File: src/rtl/imu_cal_pkg.sv
`default_nettype none

package imu_cal_pkg;

    localparam int RAW_W = 16;
    localparam int MAG_W = 16;
    localparam int MUL_W = 10;
    localparam int PROD_W = MAG_W + MUL_W;
    localparam int TW = 31;
    localparam int RECIP_W = 32;
    localparam int VAL_W = 27;
    localparam int SUM_W = 37;
    localparam int CNT_W = 10;
    localparam int QW = 28;

    localparam int DEF_MAX_SAMPLES = 1000;
    localparam int DEF_FRAC_BITS = 16;

    localparam logic [CNT_W-1:0] FALLBACK_SAMPLES = 10'd100;

    // counts scaled by 981/100 resp. 250 over 16384
    localparam logic [MUL_W-1:0] ACCEL_MUL = 10'd981;
    localparam logic [MUL_W-1:0] GYRO_MUL = 10'd250;

    // gyro divisor is 2^14, accel divisor is 25 * 2^16
    localparam int GYRO_SHIFT = 14;
    localparam int ACCEL_SHIFT = 16;
    localparam logic [TW-1:0] GYRO_HALF = 31'd8192;
    localparam logic [TW-1:0] ACCEL_HALF = 31'd819200;
    // past these the quotient saturates for either sign
    localparam logic [TW-1:0] GYRO_LIM = 31'd67108865;
    localparam logic [TW-1:0] ACCEL_LIM = 31'd1677721625;
    // ceil(2^36 / 25), exact divide by 25 for dividends below 2^31
    localparam logic [RECIP_W-1:0] ACCEL_RECIP = 32'd2748779070;
    localparam int RECIP_SHIFT = 36;

    localparam logic KIND_ACCEL = 1'b0;
    localparam logic KIND_GYRO = 1'b1;
    localparam logic REQ_MEASURE = 1'b0;
    localparam logic REQ_CAL = 1'b1;

    localparam logic REG_CAL_SAMPLES = 1'b0;

    typedef struct packed {
        logic             mul;
        logic             scale_load;
        logic             recip;
        logic             mean_load;
        logic             step;
        logic             scale_fin;
        logic             apply;
        logic             accumulate;
        logic             clear_sum;
        logic             mean_fin;
        logic             kind;
        logic [CNT_W-1:0] count;
    } lane_cmd_t;

    typedef struct packed {
        logic load;
        logic done;
        logic kind;
    } out_ctl_t;

endpackage

`default_nettype wire

File: src/rtl/imu_cal_lane.sv
`default_nettype none

module imu_cal_lane
    import imu_cal_pkg::*;
#(
    parameter int FRAC_BITS = DEF_FRAC_BITS
) (
    input  wire logic                    clk,
    input  wire logic                    rst_n,
    input  wire logic [RAW_W-1:0]        raw,
    input  wire logic                    raw_kind,
    input  wire lane_cmd_t               cmd,
    output logic signed [VAL_W-1:0]      value
);

    localparam int NW = PROD_W + FRAC_BITS + 1;
    localparam int RW = CNT_W + QW + 1;
    localparam int PW = TW + RECIP_W;

    localparam logic [QW-1:0] POS_LIM = QW'((64'd1 << (VAL_W - 1)) - 64'd1);
    localparam logic [QW-1:0] NEG_LIM = QW'(64'd1 << (VAL_W - 1));

    logic [PROD_W-1:0]       prod_reg;
    logic                    neg_reg;
    logic [TW-1:0]           t_reg;
    logic [RW-1:0]           rem_reg;
    logic [RW-1:0]           dsh_reg;
    logic [QW-1:0]           q_reg;
    logic signed [VAL_W-1:0] scaled_reg;
    logic signed [VAL_W-1:0] val_reg;
    logic signed [SUM_W-1:0] sum_reg;
    logic signed [VAL_W-1:0] accel_off_reg;
    logic signed [VAL_W-1:0] gyro_off_reg;

    logic [MAG_W-1:0]        raw_mag;
    logic [SUM_W-1:0]        sum_mag;
    logic [NW-1:0]           scale_num;
    logic [NW-1:0]           scale_t;
    logic [NW-1:0]           scale_lim;
    logic [PW-1:0]           recip_prod;
    logic [RW-1:0]           ld_den;
    logic [RW-1:0]           ld_num;
    logic [RW-1:0]           ld_lim;
    logic                    q_bit;
    logic signed [VAL_W-1:0] q_fix;
    logic signed [VAL_W-1:0] off_sel;
    logic signed [VAL_W:0]   diff;
    logic signed [VAL_W-1:0] diff_sat;
    logic signed [SUM_W-1:0] sum_base;

    function automatic logic signed [VAL_W-1:0] sat_quot(input logic neg,
                                                          input logic [QW-1:0] q);
        logic [QW-1:0] nq;
        nq = ~q + 1'b1;
        if (!neg)
        begin
            sat_quot = (q > POS_LIM) ? POS_LIM[VAL_W-1:0] : q[VAL_W-1:0];
        end
        else
        begin
            sat_quot = (q > NEG_LIM) ? NEG_LIM[VAL_W-1:0] : nq[VAL_W-1:0];
        end
    endfunction

    assign raw_mag = raw[RAW_W-1] ? MAG_W'(~raw + 1'b1) : MAG_W'(raw);
    assign sum_mag = sum_reg[SUM_W-1] ? SUM_W'(-sum_reg) : SUM_W'(sum_reg);

    // round half up on the magnitude and drop the power-of-two part of the divisor
    always_comb
    begin
        if (cmd.kind == KIND_GYRO)
        begin
            scale_num = (NW'(prod_reg) << FRAC_BITS) + NW'(GYRO_HALF);
            scale_t   = scale_num >> GYRO_SHIFT;
            scale_lim = NW'(GYRO_LIM);
        end
        else
        begin
            scale_num = (NW'(prod_reg) << FRAC_BITS) + NW'(ACCEL_HALF);
            scale_t   = scale_num >> ACCEL_SHIFT;
            scale_lim = NW'(ACCEL_LIM);
        end
    end

    // remaining accel divide by 25 through the reciprocal
    assign recip_prod = PW'(t_reg) * PW'(ACCEL_RECIP);

    // mean divider loader: round by adding half the count,
    // clamp so the quotient fits QW bits (larger values saturate anyway)
    always_comb
    begin
        ld_den = RW'(cmd.count);
        ld_num = RW'(sum_mag) + (ld_den >> 1);
        ld_lim = (ld_den << QW) - 1'b1;
    end

    assign q_bit = (rem_reg >= dsh_reg);
    assign q_fix = sat_quot(neg_reg, q_reg);
    assign off_sel = (cmd.kind == KIND_GYRO) ? gyro_off_reg : accel_off_reg;
    assign diff = {scaled_reg[VAL_W-1], scaled_reg} - {off_sel[VAL_W-1], off_sel};
    assign sum_base = cmd.clear_sum ? '0 : sum_reg;

    always_comb
    begin
        if (diff[VAL_W] != diff[VAL_W-1])
        begin
            diff_sat = diff[VAL_W] ? {1'b1, {(VAL_W-1){1'b0}}} : {1'b0, {(VAL_W-1){1'b1}}};
        end
        else
        begin
            diff_sat = diff[VAL_W-1:0];
        end
    end

    always_ff @(posedge clk)
    begin
        if (cmd.mul)
        begin
            prod_reg <= PROD_W'(raw_mag) *
                        PROD_W'((raw_kind == KIND_GYRO) ? GYRO_MUL : ACCEL_MUL);
            neg_reg  <= raw[RAW_W-1];
        end
        if (cmd.mean_load)
        begin
            neg_reg <= sum_reg[SUM_W-1];
        end
        if (cmd.scale_load)
        begin
            t_reg <= (scale_t > scale_lim) ? scale_lim[TW-1:0] : scale_t[TW-1:0];
        end
        if (cmd.recip)
        begin
            q_reg <= (cmd.kind == KIND_GYRO) ? QW'(t_reg) : QW'(recip_prod >> RECIP_SHIFT);
        end
        if (cmd.mean_load)
        begin
            rem_reg <= (ld_num > ld_lim) ? ld_lim : ld_num;
            dsh_reg <= ld_den << (QW - 1);
        end
        else if (cmd.step)
        begin
            if (q_bit)
            begin
                rem_reg <= rem_reg - dsh_reg;
            end
            dsh_reg <= dsh_reg >> 1;
            q_reg   <= {q_reg[QW-2:0], q_bit};
        end
        if (cmd.scale_fin)
        begin
            scaled_reg <= q_fix;
        end
        if (cmd.apply)
        begin
            val_reg <= diff_sat;
        end
    end

    always_ff @(posedge clk or negedge rst_n)
    begin
        if (!rst_n)
        begin
            sum_reg       <= '0;
            accel_off_reg <= '0;
            gyro_off_reg  <= '0;
        end
        else
        begin
            if (cmd.apply && cmd.accumulate)
            begin
                sum_reg <= sum_base +
                           {{(SUM_W-VAL_W){scaled_reg[VAL_W-1]}}, scaled_reg};
            end
            else if (cmd.mean_fin)
            begin
                sum_reg <= '0;
            end
            if (cmd.mean_fin)
            begin
                if (cmd.kind == KIND_GYRO)
                begin
                    gyro_off_reg <= q_fix;
                end
                else
                begin
                    accel_off_reg <= q_fix;
                end
            end
        end
    end

    assign value = val_reg;

endmodule

`default_nettype wire

File: config.mk
export PLATFORM = sky130hd
export DESIGN_NAME = imu_cal_lane
export DESIGN_NICKNAME = d
export VERILOG_FILES = /design/src/rtl/imu_cal_pkg.sv /design/src/rtl/imu_cal_lane.sv
export SDC_FILE = /design/constraint.sdc
export NUM_CORES = 2
export LEC_CHECK = 0
export ABC_AREA = 1
export BUFFER_PORTS_ARGS = -buffer_cell sky130_fd_sc_hd__buf_4
export CAP_MARGIN = 20
export CORE_UTILIZATION = 55
export DETAILED_ROUTE_END_ITERATION = 12
export PLACE_DENSITY = 0.71
export RECOVER_POWER = 50
export SYNTH_ARGS = -nofsm -noshare
export SYNTH_HDL_FRONTEND = slang
export SYNTH_SLANG_ARGS = --single-unit
File: constraint.sdc
create_clock -name clk -period 7.15 [get_ports clk]
set_input_delay 0.715 -clock clk [delete_from_list [all_inputs] [get_ports clk]]
set_output_delay 0.715 -clock clk [all_outputs]
set_load 0.05 [all_outputs]
==> impl_metrics.env <==
export IMPL_achievable_frequency_mhz=145
export IMPL_cts_num_sinks=305
export IMPL_synth_area_top_cells="fa_1, ha_1, edfxtp_1"
export IMPL_vias=36800
export IMPL_timing_final_max_slew_violations=300
export IMPL_synth_edf_count=159
export IMPL_groute_usage_overall_pct=33.1
export IMPL_fin_skew_ns=0.0227
export IMPL_grt_overflow=0
export IMPL_final_net_count=6639
export IMPL_ctsLongestPathBuffers=3
export IMPL_critPathArrivalTime_ns=7.44
export IMPL_hp_class="primary input to flop"
export IMPL_htree_num_levels=2
export IMPL_clock_slew_at_reported_path_ffs_ns=0.06
export IMPL_first_iter_violations=2540
export IMPL_fp_coreArea_sq_mm=0.0776
export IMPL_status="finished with violations"
export IMPL_worstPathCellList="buf_4, fa_1, ha_1, fa_1, fa_1, fa_1, fa_1, fa_1, inv_1, fa_1, inv_1, ha_1, buf_4, a31oi_1, o21ai_0, a31oi_1, nand3_1, xor2_1, o21ai_0, a31oi_1"
export IMPL_crit_required_ns=7.67
export IMPL_count_leader_synth="inv_1"
export IMPL_area_growth_syn_to_layout_pct=9.07
export IMPL_syn_avg_cell_area_sq_um=7.99
export IMPL_drt_pass1_iter_count=6
export IMPL_setup_viol=0
export IMPL_fin_area_sq_mm=0.0472
export IMPL_die_area_sq_mm=0.0798
export IMPL_yosys_most_used_dff="edfxtp_1"
export IMPL_seq_area_frac_synth_pct=18.8
export IMPL_max_slew_worst_pin_slew_ns=4.20
export IMPL_startpoint_type="flop"
export IMPL_initial_core_utilization_pct=55.8
export IMPL_hold_viol=0
export IMPL_route_detailed_vias_per_inst=5.54
export IMPL_cp_slowest_stage_delay_ns=0.63
export IMPL_critical_path_peak_fanout=6
export IMPL_postSynth_asyncResetShare_pct=29.8
export IMPL_timing_final_crit_period_ns=6.92
export IMPL_worstSetupEndpointType="flop"
export IMPL_clkLatencyLatePin_ns=0.60
export IMPL_grt_pass1_wl_um=203000
export IMPL_ioPinCount=67
export IMPL_top_cells_by_count_synth="inv_1, nand2_1, ha_1"
export IMPL_ys_types=62
export IMPL_timing_setup_critical_path_class="flop to flop"
export IMPL_grt_pass1_vias=36700
export IMPL_die_width_um=282
export IMPL_drive_above_1_share_pct=6.21
export IMPL_crit_path_frequent_cell="fa_1"
export IMPL_failed_checks="max-capacitance violations, max-slew violations"
export IMPL_timing_max_slew_rel_slack_pct=-180
export IMPL_syn_area_sq_mm=0.0433
export IMPL_grt_max_degree=76
export IMPL_place_hpwl_um=110000
export IMPL_die_height_um=282
export IMPL_cts_tree="done"
export IMPL_slowest_stage="o21ai_0"
export IMPL_placement_io_buffers=66
export IMPL_postSynthRegisterBits=305
export IMPL_inserted_clock_buffers=41
export IMPL_maxCapViolCount=7
export IMPL_routabilityCongestion=1.02
export IMPL_cts_root_buffer_cell="clkbuf_16"
export IMPL_drt_drc_violations_left=0
export IMPL_avg_wl_per_cell_um=19.6
export IMPL_row_count=102
export IMPL_dpl_instance_area_sq_mm=0.0457
export IMPL_number_of_instances_in_the_synthesized_netlist=5413
export IMPL_synthDominantAreaCellType="fa_1"
export IMPL_drt_total_wl_um=130000
export IMPL_antenna_violating_nets_remaining=0
export IMPL_yosysWarningCount=0
export IMPL_largest_register_ffs=39
export IMPL_antenna_violations_before_repair=2
export IMPL_period_share_pct=96.8
export IMPL_post_synth_top_area_fraction_pct=20.9
worst paths after layout:
kind	start	to	slack [ns]	cells past startpoint
max in group asynchronous	rst_n	accel_off_reg[10]	1.79	3
worst max register to register	t_reg[7]	q_reg[10]	0.23	20
worst min register to register	accel_off_reg[18]	accel_off_reg[18]	0.48	2
min in group asynchronous	rst_n	sum_reg[33]	0.81	2
worst max-delay path	t_reg[7]	q_reg[10]	0.23	20
worst min-delay path	cmd[9]	dsh_reg[36]	0.46	3
layer usage:
layer	vias to the layer above	wire, um	GRT usage, %
li1	17700	-	-
met5	-	13	0
met3	260	7130	3.98
met4	2	5980	14.0
met2	1075	62200	56.1
met1	17800	54900	42.8
stage by stage:
| stage | util, % | setup WS, ns | std cells | hold slack (ns) | TNS (ns) |
|---|---|---|---|---|---|
| 2_1_floorplan | - | 0.620 | 5417 | 0.419 | 0 |
| 3_3_place_gp | 58.8 | 0.102 | 6550 | 0.460 | 0 |
| 3_5_place_dp | 58.8 | -0.0753 | 6550 | 0.465 | -0.0753 |
| 4_1_cts | 60.6 | 0.0674 | 6627 | 0.441 | 0 |
| 5_1_grt | 60.8 | -0.0138 | 6640 | 0.473 | -0.0356 |
| 6_report | 60.8 | 0.230 | 6642 | 0.463 | 0 |
cells by family after synthesis:
group / after synthesis / share of synthesized area [%]
simple gates: 1745 / 16.8
mux: 25 / 0.578
xor+xnor: 176 / 3.56
other cells: 1 / 0.00867
flops: 305 / 18.8
compound gates: 857 / 11.4
buf+inv: 1272 / 11.2
fa+ha+maj: 1032 / 37.7
cells in the final DEF (no fill, tap or decap), types with 9 or more instances in the layout:
cell type,instances
a21oi_1,269
o21a_1,18
edfxtp_1,159
xor2_1,124
a21o_1,27
nor3_1,52
o21bai_1,22
mux2i_1,25
xnor2_1,52
o22ai_1,58
inv_1,1153
clkbuf_1,47
ha_1,572
nand3b_1,9
o21ai_1,20
fa_1,451
dfrtp_1,91
nand2_1,888
clkbuf_16,42
a21oi_2,9
or2_2,19
o221ai_2,11
dfxtp_1,55
a21boi_0,10
inv_2,10
buf_4,168
nand4_1,47
nand2_2,10
nor2_2,23
nor2_1,475
nor4_1,20
o211ai_1,16
a31oi_1,58
o21ai_0,296
nand3_1,180
timing repair:
action | in CTS | in global routing
endpoints found under the hold margin | 16 | 0
endpoints found under the setup margin | 0 | 23
hold buffers | 1 | 0
setup buffers | 0 | 12
gates resized for setup | 0 | 35
layout make-up:
cell class,instances,area [sq um]
multi-input combinational,3840,30400
fill,7144,30400
sequential,305,8150
inverter,1168,4380
timing repair buffer,211,1520
tap,1040,1300
clock buffer,55,1130
clock inverter,21,259
antenna,2,5.00
worst max-delay path: cells and delay by family, from the launching register on:
family	cells	cell delay, ns
adder cells (fa/ha/maj)	9	4.24
AO/OA/AOI/OAI	5	1.28
flip-flops	1	0.54
buffers and inverters	4	0.46
AND/OR/NAND/NOR	1	0.17
XOR/XNOR	1	0.15
Power is left out: the tool's default activity adds up to more than one toggle a clock period on the data nets, which glitch-free logic cannot reach.
