<file path="src/rtl/imu_cal_pkg.sv">
`default_nettype none

package imu_cal_pkg;

    localparam int RAW_W = 16;
    localparam int MAG_W = 16;
    localparam int MUL_W = 10;
    localparam int PROD_W = MAG_W + MUL_W;
    localparam int TW = 31;
    localparam int RECIP_W = 32;
    localparam int VAL_W = 27;
    localparam int SUM_W = 37;
    localparam int CNT_W = 10;
    localparam int QW = 28;

    localparam int DEF_MAX_SAMPLES = 1000;
    localparam int DEF_FRAC_BITS = 16;

    localparam logic [CNT_W-1:0] FALLBACK_SAMPLES = 10'd100;

    // counts scaled by 981/100 resp. 250 over 16384
    localparam logic [MUL_W-1:0] ACCEL_MUL = 10'd981;
    localparam logic [MUL_W-1:0] GYRO_MUL = 10'd250;

    // gyro divisor is 2^14, accel divisor is 25 * 2^16
    localparam int GYRO_SHIFT = 14;
    localparam int ACCEL_SHIFT = 16;
    localparam logic [TW-1:0] GYRO_HALF = 31'd8192;
    localparam logic [TW-1:0] ACCEL_HALF = 31'd819200;
    // past these the quotient saturates for either sign
    localparam logic [TW-1:0] GYRO_LIM = 31'd67108865;
    localparam logic [TW-1:0] ACCEL_LIM = 31'd1677721625;
    // ceil(2^36 / 25), exact divide by 25 for dividends below 2^31
    localparam logic [RECIP_W-1:0] ACCEL_RECIP = 32'd2748779070;
    localparam int RECIP_SHIFT = 36;

    localparam logic KIND_ACCEL = 1'b0;
    localparam logic KIND_GYRO = 1'b1;
    localparam logic REQ_MEASURE = 1'b0;
    localparam logic REQ_CAL = 1'b1;

    localparam logic REG_CAL_SAMPLES = 1'b0;

    typedef struct packed {
        logic             mul;
        logic             scale_load;
        logic             recip;
        logic             mean_load;
        logic             step;
        logic             scale_fin;
        logic             apply;
        logic             accumulate;
        logic             clear_sum;
        logic             mean_fin;
        logic             kind;
        logic [CNT_W-1:0] count;
    } lane_cmd_t;

    typedef struct packed {
        logic load;
        logic done;
        logic kind;
    } out_ctl_t;

endpackage

`default_nettype wire

</file>
<file path="src/rtl/imu_cal_ctrl.sv">
`default_nettype none

module imu_cal_ctrl
    import imu_cal_pkg::*;
#(
    parameter int MAX_SAMPLES = DEF_MAX_SAMPLES
) (
    input  wire logic             clk,
    input  wire logic             rst_n,
    input  wire logic             in_valid,
    input  wire logic             req_type,
    input  wire logic             sensor_kind,
    input  wire logic [CNT_W-1:0] cal_samples,
    input  wire logic             out_free,
    output logic                  in_ready,
    output lane_cmd_t             cmd,
    output out_ctl_t              octl
);

    localparam logic [3:0] ST_IDLE  = 4'd0;
    localparam logic [3:0] ST_LOAD  = 4'd1;
    localparam logic [3:0] ST_RECIP = 4'd2;
    localparam logic [3:0] ST_FIN   = 4'd3;
    localparam logic [3:0] ST_APPLY = 4'd4;
    localparam logic [3:0] ST_MLOAD = 4'd5;
    localparam logic [3:0] ST_MSTEP = 4'd6;
    localparam logic [3:0] ST_MFIN  = 4'd7;
    localparam logic [3:0] ST_OUT   = 4'd8;

    localparam int IT_W = $clog2(QW);
    localparam logic [IT_W-1:0] IT_LAST = IT_W'(QW - 1);
    localparam logic [CNT_W-1:0] MAX_CNT = CNT_W'(MAX_SAMPLES);

    logic [3:0]       state_reg, state_next;
    logic [IT_W-1:0]  it_reg, it_next;
    logic             req_reg, req_next;
    logic             kind_reg, kind_next;
    logic             done_reg, done_next;
    logic [CNT_W-1:0] samples_reg, samples_next;
    logic             run_kind_reg, run_kind_next;

    logic             in_fire;
    logic [CNT_W-1:0] target;
    logic             restart;
    logic [CNT_W-1:0] cnt_inc;

    assign in_ready = (state_reg == ST_IDLE);
    assign in_fire = in_valid && in_ready;
    assign target = (cal_samples == '0 || cal_samples > MAX_CNT) ? FALLBACK_SAMPLES
                                                                  : cal_samples;
    // kind change during a run drops what was summed so far
    assign restart = (samples_reg != '0) && (kind_reg != run_kind_reg);
    assign cnt_inc = (restart ? '0 : samples_reg) + 1'b1;

    always_comb
    begin
        state_next    = state_reg;
        it_next       = it_reg;
        req_next      = req_reg;
        kind_next     = kind_reg;
        done_next     = done_reg;
        samples_next  = samples_reg;
        run_kind_next = run_kind_reg;
        cmd           = '0;
        cmd.kind      = kind_reg;
        cmd.count     = samples_reg;
        octl.load     = 1'b0;
        octl.done     = done_reg;
        octl.kind     = kind_reg;

        unique case (state_reg)
            ST_IDLE:
            begin
                if (in_fire)
                begin
                    cmd.mul    = 1'b1;
                    req_next   = req_type;
                    kind_next  = sensor_kind;
                    done_next  = 1'b0;
                    state_next = ST_LOAD;
                end
            end
            ST_LOAD:
            begin
                cmd.scale_load = 1'b1;
                state_next     = ST_RECIP;
            end
            ST_RECIP:
            begin
                cmd.recip  = 1'b1;
                state_next = ST_FIN;
            end
            ST_FIN:
            begin
                cmd.scale_fin = 1'b1;
                state_next    = ST_APPLY;
            end
            ST_APPLY:
            begin
                cmd.apply  = 1'b1;
                state_next = ST_OUT;
                if (req_reg == REQ_CAL)
                begin
                    cmd.accumulate = 1'b1;
                    cmd.clear_sum  = restart;
                    run_kind_next  = kind_reg;
                    samples_next   = cnt_inc;
                    if (cnt_inc >= target)
                    begin
                        done_next  = 1'b1;
                        state_next = ST_MLOAD;
                    end
                end
            end
            ST_MLOAD:
            begin
                cmd.mean_load = 1'b1;
                it_next       = '0;
                state_next    = ST_MSTEP;
            end
            ST_MSTEP:
            begin
                cmd.step = 1'b1;
                it_next  = it_reg + 1'b1;
                if (it_reg == IT_LAST)
                begin
                    state_next = ST_MFIN;
                end
            end
            ST_MFIN:
            begin
                cmd.mean_fin = 1'b1;
                samples_next = '0;
                state_next   = ST_OUT;
            end
            ST_OUT:
            begin
                if (out_free)
                begin
                    octl.load  = 1'b1;
                    state_next = ST_IDLE;
                end
            end
            default:
            begin
                state_next = ST_IDLE;
            end
        endcase
    end

    always_ff @(posedge clk or negedge rst_n)
    begin
        if (!rst_n)
        begin
            state_reg    <= ST_IDLE;
            it_reg       <= '0;
            req_reg      <= 1'b0;
            kind_reg     <= 1'b0;
            done_reg     <= 1'b0;
            samples_reg  <= '0;
            run_kind_reg <= 1'b0;
        end
        else
        begin
            state_reg    <= state_next;
            it_reg       <= it_next;
            req_reg      <= req_next;
            kind_reg     <= kind_next;
            done_reg     <= done_next;
            samples_reg  <= samples_next;
            run_kind_reg <= run_kind_next;
        end
    end

endmodule

`default_nettype wire

</file>
<file path="config.mk">
export PLATFORM = sky130hd
export DESIGN_NAME = imu_cal_ctrl
export DESIGN_NICKNAME = d
export VERILOG_FILES = /design/src/rtl/imu_cal_pkg.sv /design/src/rtl/imu_cal_ctrl.sv
export SDC_FILE = /design/constraint.sdc
export NUM_CORES = 1
export LEC_CHECK = 0
export BUFFER_PORTS_ARGS = -buffer_cell sky130_fd_sc_hd__buf_2
export CORE_MARGIN = 2
export CORE_UTILIZATION = 54
export CTS_CLUSTER_DIAMETER = 200
export DETAILED_ROUTE_END_ITERATION = 12
export HOLD_SLACK_MARGIN = 0.03
export PLACE_DENSITY = 0.86
export SLEW_MARGIN = 20
export SYNTH_ARGS = -nofsm -noshare
export SYNTH_HDL_FRONTEND = slang
export SYNTH_SLANG_ARGS = --single-unit
</file>
<file path="constraint.sdc">
create_clock -name clk -period 3.7 [get_ports clk]
set_input_delay 0.185 -clock clk [delete_from_list [all_inputs] [get_ports clk]]
set_output_delay 0.185 -clock clk [all_outputs]
set_load 0.02 [all_outputs]
</file>
==> flow_summary.ini, run 1 <==
[grt]
grt_pass1_wl_mm = 6.49
grt_pass1_vias = 1486
antenna_found_initial = 0
grt_max_degree = 24
grt-ovfl-total = 0
track_usage_pct = 22.7

[critical_path]
critPathMaxFanout = 7
cp.arrival_ns = 3.10
worstSetupEndpointType = register
cp-start-kind = register
r2r_slack_ns = 0.78
path_class = reg2reg
crit_required_ns = 3.88

[clock_tree]
cts_tree = built
clockBufferDepth = 2
h-tree-depth = 1
cts_sinks = 23
cts_root_buffer = clkbuf_4
clk_pin_slew_ns = 0.11
cts_buffers = 3
worstSkewPairLatency_ns = 0.31
cts_setup_buffers = 0

[run_status]
status = finished clean

[power]
power_density_nw_per_um2 = 578
p_total_mw = 1.16
peakVddDrop_mv = 0.432
p_leak_nw = 0.991
sequentialPowerShare_pct = 38.9
pwr-share-clk_pct = 9.7
comb_power_share_pct = 51.4
switching_power_uw = 574
p_sw_share_pct = 49.6
p_int_uw = 584

[synth]
avgSynthCellArea_um2 = 8.32
ys_types = 49
synthTopCellsByArea = dfrtp_1, ha_1, nand2_1, o21ai_0, nor2_1
ys_ff_latch = 23
synth-async-reset-ratio_pct = 100
yosys-top-cells-count = nand2_1, dfrtp_1, nor2_1, o21ai_0, ha_1
yosysMostFrequentCell = nand2_1
synth_ff_type = dfrtp_1
synth_warnings = 0
syn_area_um2 = 1770
synth-seq-area-share_pct = 32.5
syn-num-nets = 241
synth_top_area_share_pct = 32.5
netlist_instances = 213
synth-edff-count = 0
synth_top_area_cell = dfrtp_1

[cells_and_area]
fin_util_pct = 65.1
largest_reg_flops = 10
drive_gt1_share_pct = 22.1
synthToLayoutAreaGrowth_pct = 13.1
nNetsFinal = 278
nFillCells = 275
final-seq-area_um2 = 576
design_area_um2 = 2000
multi_input_area_um2 = 1110
num_antenna_cells = 0

[routing]
drt_iter0_drc = 71
drtPass1Iterations = 4
via_per_inst = 5.76
post-route-drc-count = 0
drt.antenna.violating_nets = 0
wl_mm = 3.84
wl_per_cell_um = 13.1
num_vias = 1688

[hold_path]
min_path_type = in2reg

[floorplan]
rows = 20
coreArea_um2 = 3080
ios = 41
initial_core_util_pct = 57.6
dieArea_um2 = 3760
die_height_um = 61.3
fp.dieW_um = 61.3

[sta]
min_period_over_period_pct = 78.9
rsz0062_at_grt = false
worst_pin_slew_ns = 0.538
finalHoldViolations = 0
fmax_mhz = 342
finClkSkew_ns = 0.00667
period_needed_ns = 2.92
setup_viol = 0
slew_violations = 0
maxSlewHeadroom_pct = 63.8
final.setup.tns_ns = 0

[placed_design]
post_dp_cell_area_um2 = 1970
place_congestion = 0.878
io_buffers = 40
dpl.hpwl_mm = 3.02

[run]
drv_cap = 0
-- critical path: stages, from the launching register on --
cell,delay [ns]
dfrtp_1,0.49
xnor2_2,0.22
and2_1,0.21
ha_1,0.31
nand3_1,0.12
nor2_1,0.18
xnor2_1,0.15
ha_1,0.26
a21o_1,0.18
a21oi_1,0.14
o2bb2ai_1,0.08
o21ai_0,0.31
o21ai_0,0.14
-- power by group through the flow --
stage / registers, mW / clock network [mW] / logic [mW]
after floorplan: 0.398 / 0 / 0.498
after global placement: 0.449 / 0 / 0.577
after detailed placement: 0.455 / 0 / 0.589
after CTS: 0.448 / 0.117 / 0.593
after global routing: 0.467 / 0.128 / 0.657
final: 0.450 / 0.112 / 0.595
-- through the flow --
stage / std cells / hold WS [ns] / worst slack [ns]
2_1_floorplan: 213 / -0.111 / 0.935
3_5_place_dp: 288 / 0.181 / 0.826
5_1_grt: 293 / 0.0555 / 0.491
4_1_cts: 293 / 0.0471 / 0.805
6_report: 293 / 0.0560 / 0.779
3_3_place_gp: 288 / 0.177 / 0.930
-- routing by layer --
layer	part of all wire, %	global-route usage, %	up-vias
met5	0	0	-
met4	0.68	4.35	0
met3	5.0	4.62	5
met2	47	36.3	40
met1	47	32.2	802
li1	-	-	841
-- path summary, 6_finish.rpt --
| path | end | start | cells past startpoint |
|---|---|---|---|
| min in group asynchronous | it_reg[0] | rst_n | 2 |
| max | state_reg[2] | kind_reg | 12 |
| min reg2reg | it_reg[4] | it_reg[4] | 1 |
| max in group asynchronous | state_reg[2] | rst_n | 2 |
| max reg2reg | state_reg[2] | kind_reg | 12 |
| min | req_reg | req_type | 3 |
-- cell type report --
type	count	area share [%]
clock buffers	4	1.31
inverters	4	0.749
multi-input cells	176	55.6
flip-flops and latches	23	28.7
well taps	44	2.75
repair buffers	42	10.9
-- cells by family (layout without fill, tap and decap cells) --
group	after synthesis	after routing	share of synthesized area, %
flops	23	23	32.5
xor+xnor	11	11	6.28
fa+ha+maj	12	12	8.47
compound gates	45	45	16.9
mux	3	3	1.69
simple gates	105	105	29.5
buf+inv	14	50	4.66
-- timing repair --
action	CTS	global route
endpoints found under the hold margin	23	0
gates resized for setup	0	0
hold buffers	1	0
-- cell usage in the layout (no fill, tap or decap), types with 2 or more instances in the layout --
cell type  count
o21ai_0       15
ha_1          12
a22o_1         2
nand3_1        6
and2_1         3
inv_1          3
mux2i_1        3
or4_1          2
a31oi_1        4
nor4_1         5
nor3_1         9
xor2_1         4
buf_2         40
xnor2_1        5
nor2_1        18
nand2_1       39
o31ai_1        3
a21oi_1       10
a21o_1         2
nor2b_1        5
clkbuf_4       3
nand4_1        5
dfrtp_1       23
nand2b_1       3
No activity file was read; power rests on OpenSTA's default activity.
==> run 2: changes to the inputs <==
ABC_AREA = 1   (was default)
CORE_UTILIZATION = 53   (was 54)
PLACE_DENSITY = 0.85   (was 0.86)
clock period = 2.7 ns   (was 3.7 ns; I/O delays follow)
==> run 2 against run 1 <==
  * The run now ends with setup timing left
  * Fmax increased by 6.0%
  * Clock-buffer cell count is 1 lower
  * Hold slack lost 0.0093 ns
  * Cell area is 14% higher
  * Area after synthesis is 3.5% lower
  * Sequential share of layout area is 3.1 points lower
  * Core utilization is 9.7 points higher
  * Setup slack got worse by 0.83 ns
  * Critical endpoint is now state_reg[0]
  * Highest routed layer unchanged
==> flow_summary.ini, run 2 <==
[cells_and_area]
layout_commonest_cell = nand2_1
synthToLayoutAreaGrowth_pct = 33.5
layout_common_cells = nand2_1, buf_2, inv_1, nor2_1, buf_4
nFillCells = 254
largest_reg_flops = 10
drive_gt1_share_pct = 34.2
num_antenna_cells = 0
design_area_um2 = 2280
instances_no_fill = 351
nNetsFinal = 336

[power]
comb_power_share_pct = 58.9
p_int_uw = 867
p_sw_share_pct = 45.9
peakVddDrop_mv = 0.598
sequentialPowerShare_pct = 31.2
switching_power_uw = 734
power_density_nw_per_um2 = 701
p_leak_nw = 1.21
pwr-share-clk_pct = 9.9

[synth]
avgSynthCellArea_um2 = 7.04
synth_top_area_cell = dfrtp_1
muxShareOfSynthArea_pct = 1.24
synth-seq-area-share_pct = 33.6
synthSimpleGateAreaFrac_pct = 35.0
synth_fa_ha_area_share_pct = 8.77
syn_area_um2 = 1710
synth_ff_type = dfrtp_1
synth_top_family_by_area = simple AND/OR/NAND/NOR gates
yosysMostFrequentCell = nand2_1
synth-edff-count = 0
synth_warnings = 0
syn-num-nets = 271
netlist_instances = 243
synth-async-reset-ratio_pct = 100
synth_top_area_share_pct = 33.6
synth-compound-area-share_pct = 9.50
ys_types = 32
yosys-top-cells-count = nand2_1, nor2_1, inv_1, dfrtp_1, nand3_1
synthTopCellsByArea = dfrtp_1, nand2_1, ha_1, nor2_1, inv_1
ys_ff_latch = 23
synth_xor_area_share_pct = 1.54

[clock_tree]
cts_tree = built
h-tree-depth = 1
cts_root_buffer = clkbuf_4
worstSkewPairLatency_ns = 0.31
cts_sinks = 23
cts_buffers = 3
clk_pin_slew_ns = 0.13
clockBufferDepth = 2

[sta]
slew_violations = 0
fmax_mhz = 363
worst_pin_slew_ns = 0.523
finalHoldViolations = 0
maxSlewHeadroom_pct = 65.1
min_period_over_period_pct = 102
period_needed_ns = 2.75
setup_viol = 4
finClkSkew_ns = 0.00949
setup_slack_ns = -0.0548
rsz0062_at_grt = true

[routing]
post-route-drc-count = 0
wl_per_cell_um = 12.7
via_per_inst = 5.10
wl_mm = 4.46
drt.antenna.violating_nets = 0
num_vias = 1790
drtPass1Iterations = 4
drt_iter0_drc = 76

[hold_path]
hold_depth = 2
min_from = req_type
min_path_type = in2reg

[floorplan]
die_height_um = 60.8
dieArea_um2 = 3700
rows = 20
coreArea_um2 = 3050
ios = 41
initial_core_util_pct = 56.1
fp.dieW_um = 60.8

[critical_path]
ff2ff_path_depth = 16
r2r-start = samples_reg[2]
cpMaxStageDelayCell = dfrtp_2
critPathMaxFanout = 4
crit_required_ns = 2.91
max_stage_delay_ns = 0.45
crit_buf_inv = 2
path_class = reg2reg
cp-startpoint = samples_reg[2]
cp_top_family = simple AND/OR/NAND/NOR gates
cp_num_cells = 16
cp_cell_sequence = nor2_4 > nand3_2 > o21bai_4 > inv_4 > nor2_4 > ha_4 > nand4_1 > buf_4 > xor2_1 > ha_1 > nand2_1 > o21ai_1 > nand2_1 > nand4_1 > nand2_2 > a31oi_1
cp.arrival_ns = 2.96
cp-start-kind = register
worstSetupEndpointType = register

[grt]
track_usage_pct = 25.3
grt_pass1_wl_mm = 7.06
antenna_found_initial = 0
grt_pass1_vias = 1699
grt-ovfl-total = 0
grt_max_degree = 24

[placed_design]
io_buffers = 40
dpl.hpwl_mm = 3.18
post_dp_cell_area_um2 = 2030
dp_cells = 333
place_congestion = 0.917

[run_status]
status = complete, but fails checks
violations = setup timing

[run]
drv_cap = 0
[run 2: cell count changes after synthesis, sizes merged, moves of 5 or more]
cell | previous run | this run
a21oi | 10 | 4
a31oi | 6 | 1
inv | 3 | 35
nand2 | 39 | 59
nand3 | 7 | 16
nor2 | 20 | 41
nor2b | 5 | 0
xnor2 | 6 | 0
[run 2: cell type report]
class | instances | area [um^2] | share of cell area [%]
Timing Repair Buffer | 65 | 397 | 17.4
Multi-Input combinational cell | 179 | 1080 | 47.4
Clock inverter | 1 | 5.00 | 0.219
Inverter | 36 | 138 | 6.02
Tap cell | 44 | 55.1 | 2.41
Clock buffer | 3 | 22.5 | 0.986
Sequential cell | 23 | 584 | 25.6
[run 2: power by group through the flow]
stage / sequential, mW / clock, mW / combinational, mW
after floorplan: 0.510 / 0 / 0.569
after global placement: 0.501 / 0 / 0.760
after detailed placement: 0.502 / 0 / 0.783
after CTS: 0.499 / 0.164 / 0.912
after global routing: 0.511 / 0.183 / 1.04
final: 0.499 / 0.159 / 0.943
[run 2: logic make-up after synthesis]
family,Yosys count
XOR/XNOR,3
flip-flops,23
AND/OR/NAND/NOR,136
buffers and inverters,41
multiplexers,2
AO/OA/AOI/OAI,26
adder cells (fa/ha/maj),12
[run 2: worst paths after layout]
| check | to | slack [ns] |
|---|---|---|
| hold / removal | req_reg | 0.05 |
| setup reg to reg | state_reg[0] | -0.05 |
| hold reg to reg | it_reg[4] | 0.48 |
| setup / recovery | state_reg[0] | -0.05 |
| max in group asynchronous | samples_reg[3] | 1.99 |
| min in group asynchronous | state_reg[3] | 0.33 |
[run 2: metal layers]
| metal | share of wire, % | vias up | global-route usage (%) | wire length (um) |
|---|---|---|---|---|
| li1 | - | 908 | - | - |
| met1 | 41 | 830 | 29.7 | 1810 |
| met2 | 54 | 46 | 47.3 | 2410 |
| met3 | 4.4 | 6 | 4.69 | 198 |
| met4 | 0.99 | 0 | 6.21 | 44 |
| met5 | 0 | - | 0 | 0 |
[run 2: metrics by stage]
stage                     hold slack [ns]  power [mW]  setup TNS (ns)  utilization, %  setup slack, ns
after CTS                          0.0409        1.57          -0.162            71.7          -0.0747
after detailed placement            0.132        1.28          -0.624            66.5           -0.195
after floorplan                    -0.161        1.08               0               -          0.00549
after global placement              0.129        1.26          -0.442            66.5           -0.124
final                              0.0468        1.60          -0.154            74.8          -0.0548
after global routing               0.0364        1.73          -0.871            74.8           -0.231
[run 2: what timing repair did]
action | in CTS | in global routing
pin swaps | 15 | 23
endpoints found under the hold margin | 24 | 0
buffers inserted | 9 | 3
gates resized for setup | 11 | 18
setup endpoints to repair | 4 | 4
hold buffers | 2 | 0
==> run 3: changes to the inputs <==
SETUP_SLACK_MARGIN = 0.3   (was default)
==> run 3 against run 2 <==
  * The flow now finishes without violations
  * Clock skew is 0.00064 ns lower
  * Power is 2.3% lower
  * Via count is 1.8% lower
  * Register-to-register slack better by 0.12 ns
  * Cell area fell by 3.4%
  * Sequential share of layout area up 0.97 points
  * Critical path type unchanged
==> flow_summary.ini, run 3 (same netlist as run 2, synthesis figures left out) <==
[floorplan]
fp.dieW_um = 60.8
dieArea_um2 = 3700
rows = 20
die_height_um = 60.8
ios = 41
initial_core_util_pct = 56.1
coreArea_um2 = 3050

[power]
p_leak_nw = 1.18
power_density_nw_per_um2 = 709
p_int_uw = 847
peakVddDrop_mv = 0.694
switching_power_uw = 717
pwr-share-clk_pct = 9.8
p_sw_share_pct = 45.8
comb_power_share_pct = 58.7
p_total_mw = 1.56
sequentialPowerShare_pct = 31.5

[clock_tree]
worstSkewPairLatency_ns = 0.31
clk_pin_slew_ns = 0.12
cts_tree = built
h-tree-depth = 1
cts_buffers = 3
cts_sinks = 23
cts_root_buffer = clkbuf_4
clockBufferDepth = 2

[critical_path]
r2r_slack_ns = 0.06
r2r-end = state_reg[0]
critPathMaxFanout = 4
cp-start-kind = register
cp-startpoint = samples_reg[3]
worstSetupEndpointType = register
r2r-start = samples_reg[3]
path_class = reg2reg
ff2ff_path_depth = 17
crit_required_ns = 2.90
cp.arrival_ns = 2.84

[grt]
grt.busiest_layer = met2
grt_pass1_wl_mm = 6.90
grt-ovfl-total = 0
grt_pass1_vias = 1548
gr-usage-met1_pct = 36.6
antenna_found_initial = 0
grt_max_degree = 24
grt_use_met2_pct = 37.9
grtUsageMet3_pct = 4.26
track_usage_pct = 24.6

[routing]
drtPass1Iterations = 4
wl_mm = 4.10
wl_per_cell_um = 11.8
via_per_inst = 5.05
num_vias = 1758
drt_iter0_drc = 93
post-route-drc-count = 0
drt.antenna.violating_nets = 0

[run]
drv_cap = 0

[cells_and_area]
num_antenna_cells = 0
largest_reg_flops = 10
layout_commonest_cell = nand2_1
design_area_um2 = 2210
layout_common_cells = nand2_1, buf_2, inv_1, nor2_1, buf_4
drive_gt1_share_pct = 30.6
synthToLayoutAreaGrowth_pct = 28.9
nNetsFinal = 333

[sta]
finClkSkew_ns = 0.00885
maxSlewHeadroom_pct = 66.4
period_needed_ns = 2.64
whs_ns = 0.0669
worst_pin_slew_ns = 0.505
finalHoldViolations = 0
fmax_mhz = 379
rsz0062_at_grt = true
slew_violations = 0
setup_viol = 0
setup_slack_ns = 0.0603
min_period_over_period_pct = 97.8

[hold_path]
hold_depth = 2
whs_endpoint = req_reg
min_from = req_type
min_path_type = in2reg

[run_status]
status = finished clean

[placed_design]
dpl.hpwl_mm = 3.19
place_worst_setup_slack_ns = -0.0348
place_congestion = 0.867
io_buffers = 40
post_dp_cell_area_um2 = 2050
==> run 3: area by class of cell <==
cell class	count	area (um^2)
Inverter	36	140
Sequential cell	23	586
Tap cell	44	55.1
Multi-Input combinational cell	179	1020
Clock buffer	4	26.3
Fill cell	233	847
Timing Repair Buffer	62	374
==> run 3: timing repair <==
| item | in CTS | in global routing |
|---|---|---|
| pin swaps | 17 | 8 |
| gates resized for setup | 8 | 7 |
| hold endpoints to repair | 24 | 0 |
| hold buffers | 2 | 0 |
| endpoints found under the setup margin | 4 | 4 |
| setup buffers | 4 | 3 |
==> run 3: power by group through the flow <==
stage / sequential [mW] / clock, mW / combinational, mW
after floorplan: 0.511 / 0 / 0.584
after global placement: 0.492 / 0 / 0.809
after detailed placement: 0.494 / 0 / 0.829
after CTS: 0.487 / 0.160 / 0.887
after global routing: 0.505 / 0.176 / 1.02
final: 0.493 / 0.153 / 0.918
==> run 3: how the worst max path moves through the flow <==
stage              endpoint  slack (ns)  cells after the start
2_1_floorplan  state_reg[0]       0.007                     18
3_3_place_gp   state_reg[0]        0.02                     17
3_5_place_dp       done_reg       -0.03                     17
4_1_cts        state_reg[3]        0.02                     18
5_1_grt        state_reg[0]       -0.20                     16
6_report       state_reg[0]        0.06                     17
==> run 3: metal layers <==
layer  vias to the layer above  share of wire, %
met5                         -                 0
met1                       805                46
met2                        46                49
met4                         0              0.22
met3                         2               4.2
li1                        905                 -
==> run 3: critical path, stage by stage, from the launching register on <==
cell and delay [ns]:
dfrtp_2 0.44, nor2_4 0.12, nand3_2 0.09, o21bai_4 0.23
inv_6 0.06, nor2_4 0.12, ha_4 0.14, nand4_1 0.14
nor2_1 0.13, nand2_1 0.08, and2_4 0.16, ha_1 0.19
a21oi_2 0.14, nor2_1 0.06, nor2_1 0.08, nand4_1 0.16
nand2_2 0.12, a31oi_1 0.08
==> run 3: metrics by stage <==
stage | setup TNS, ns | util [%] | instances
2_1_floorplan | 0 | - | 243
3_3_place_gp | 0 | 67.2 | 335
4_1_cts | 0 | 70.8 | 345
6_report | 0 | 72.3 | 348
5_1_grt | -0.771 | 72.3 | 348
3_5_place_dp | -0.0599 | 67.2 | 335
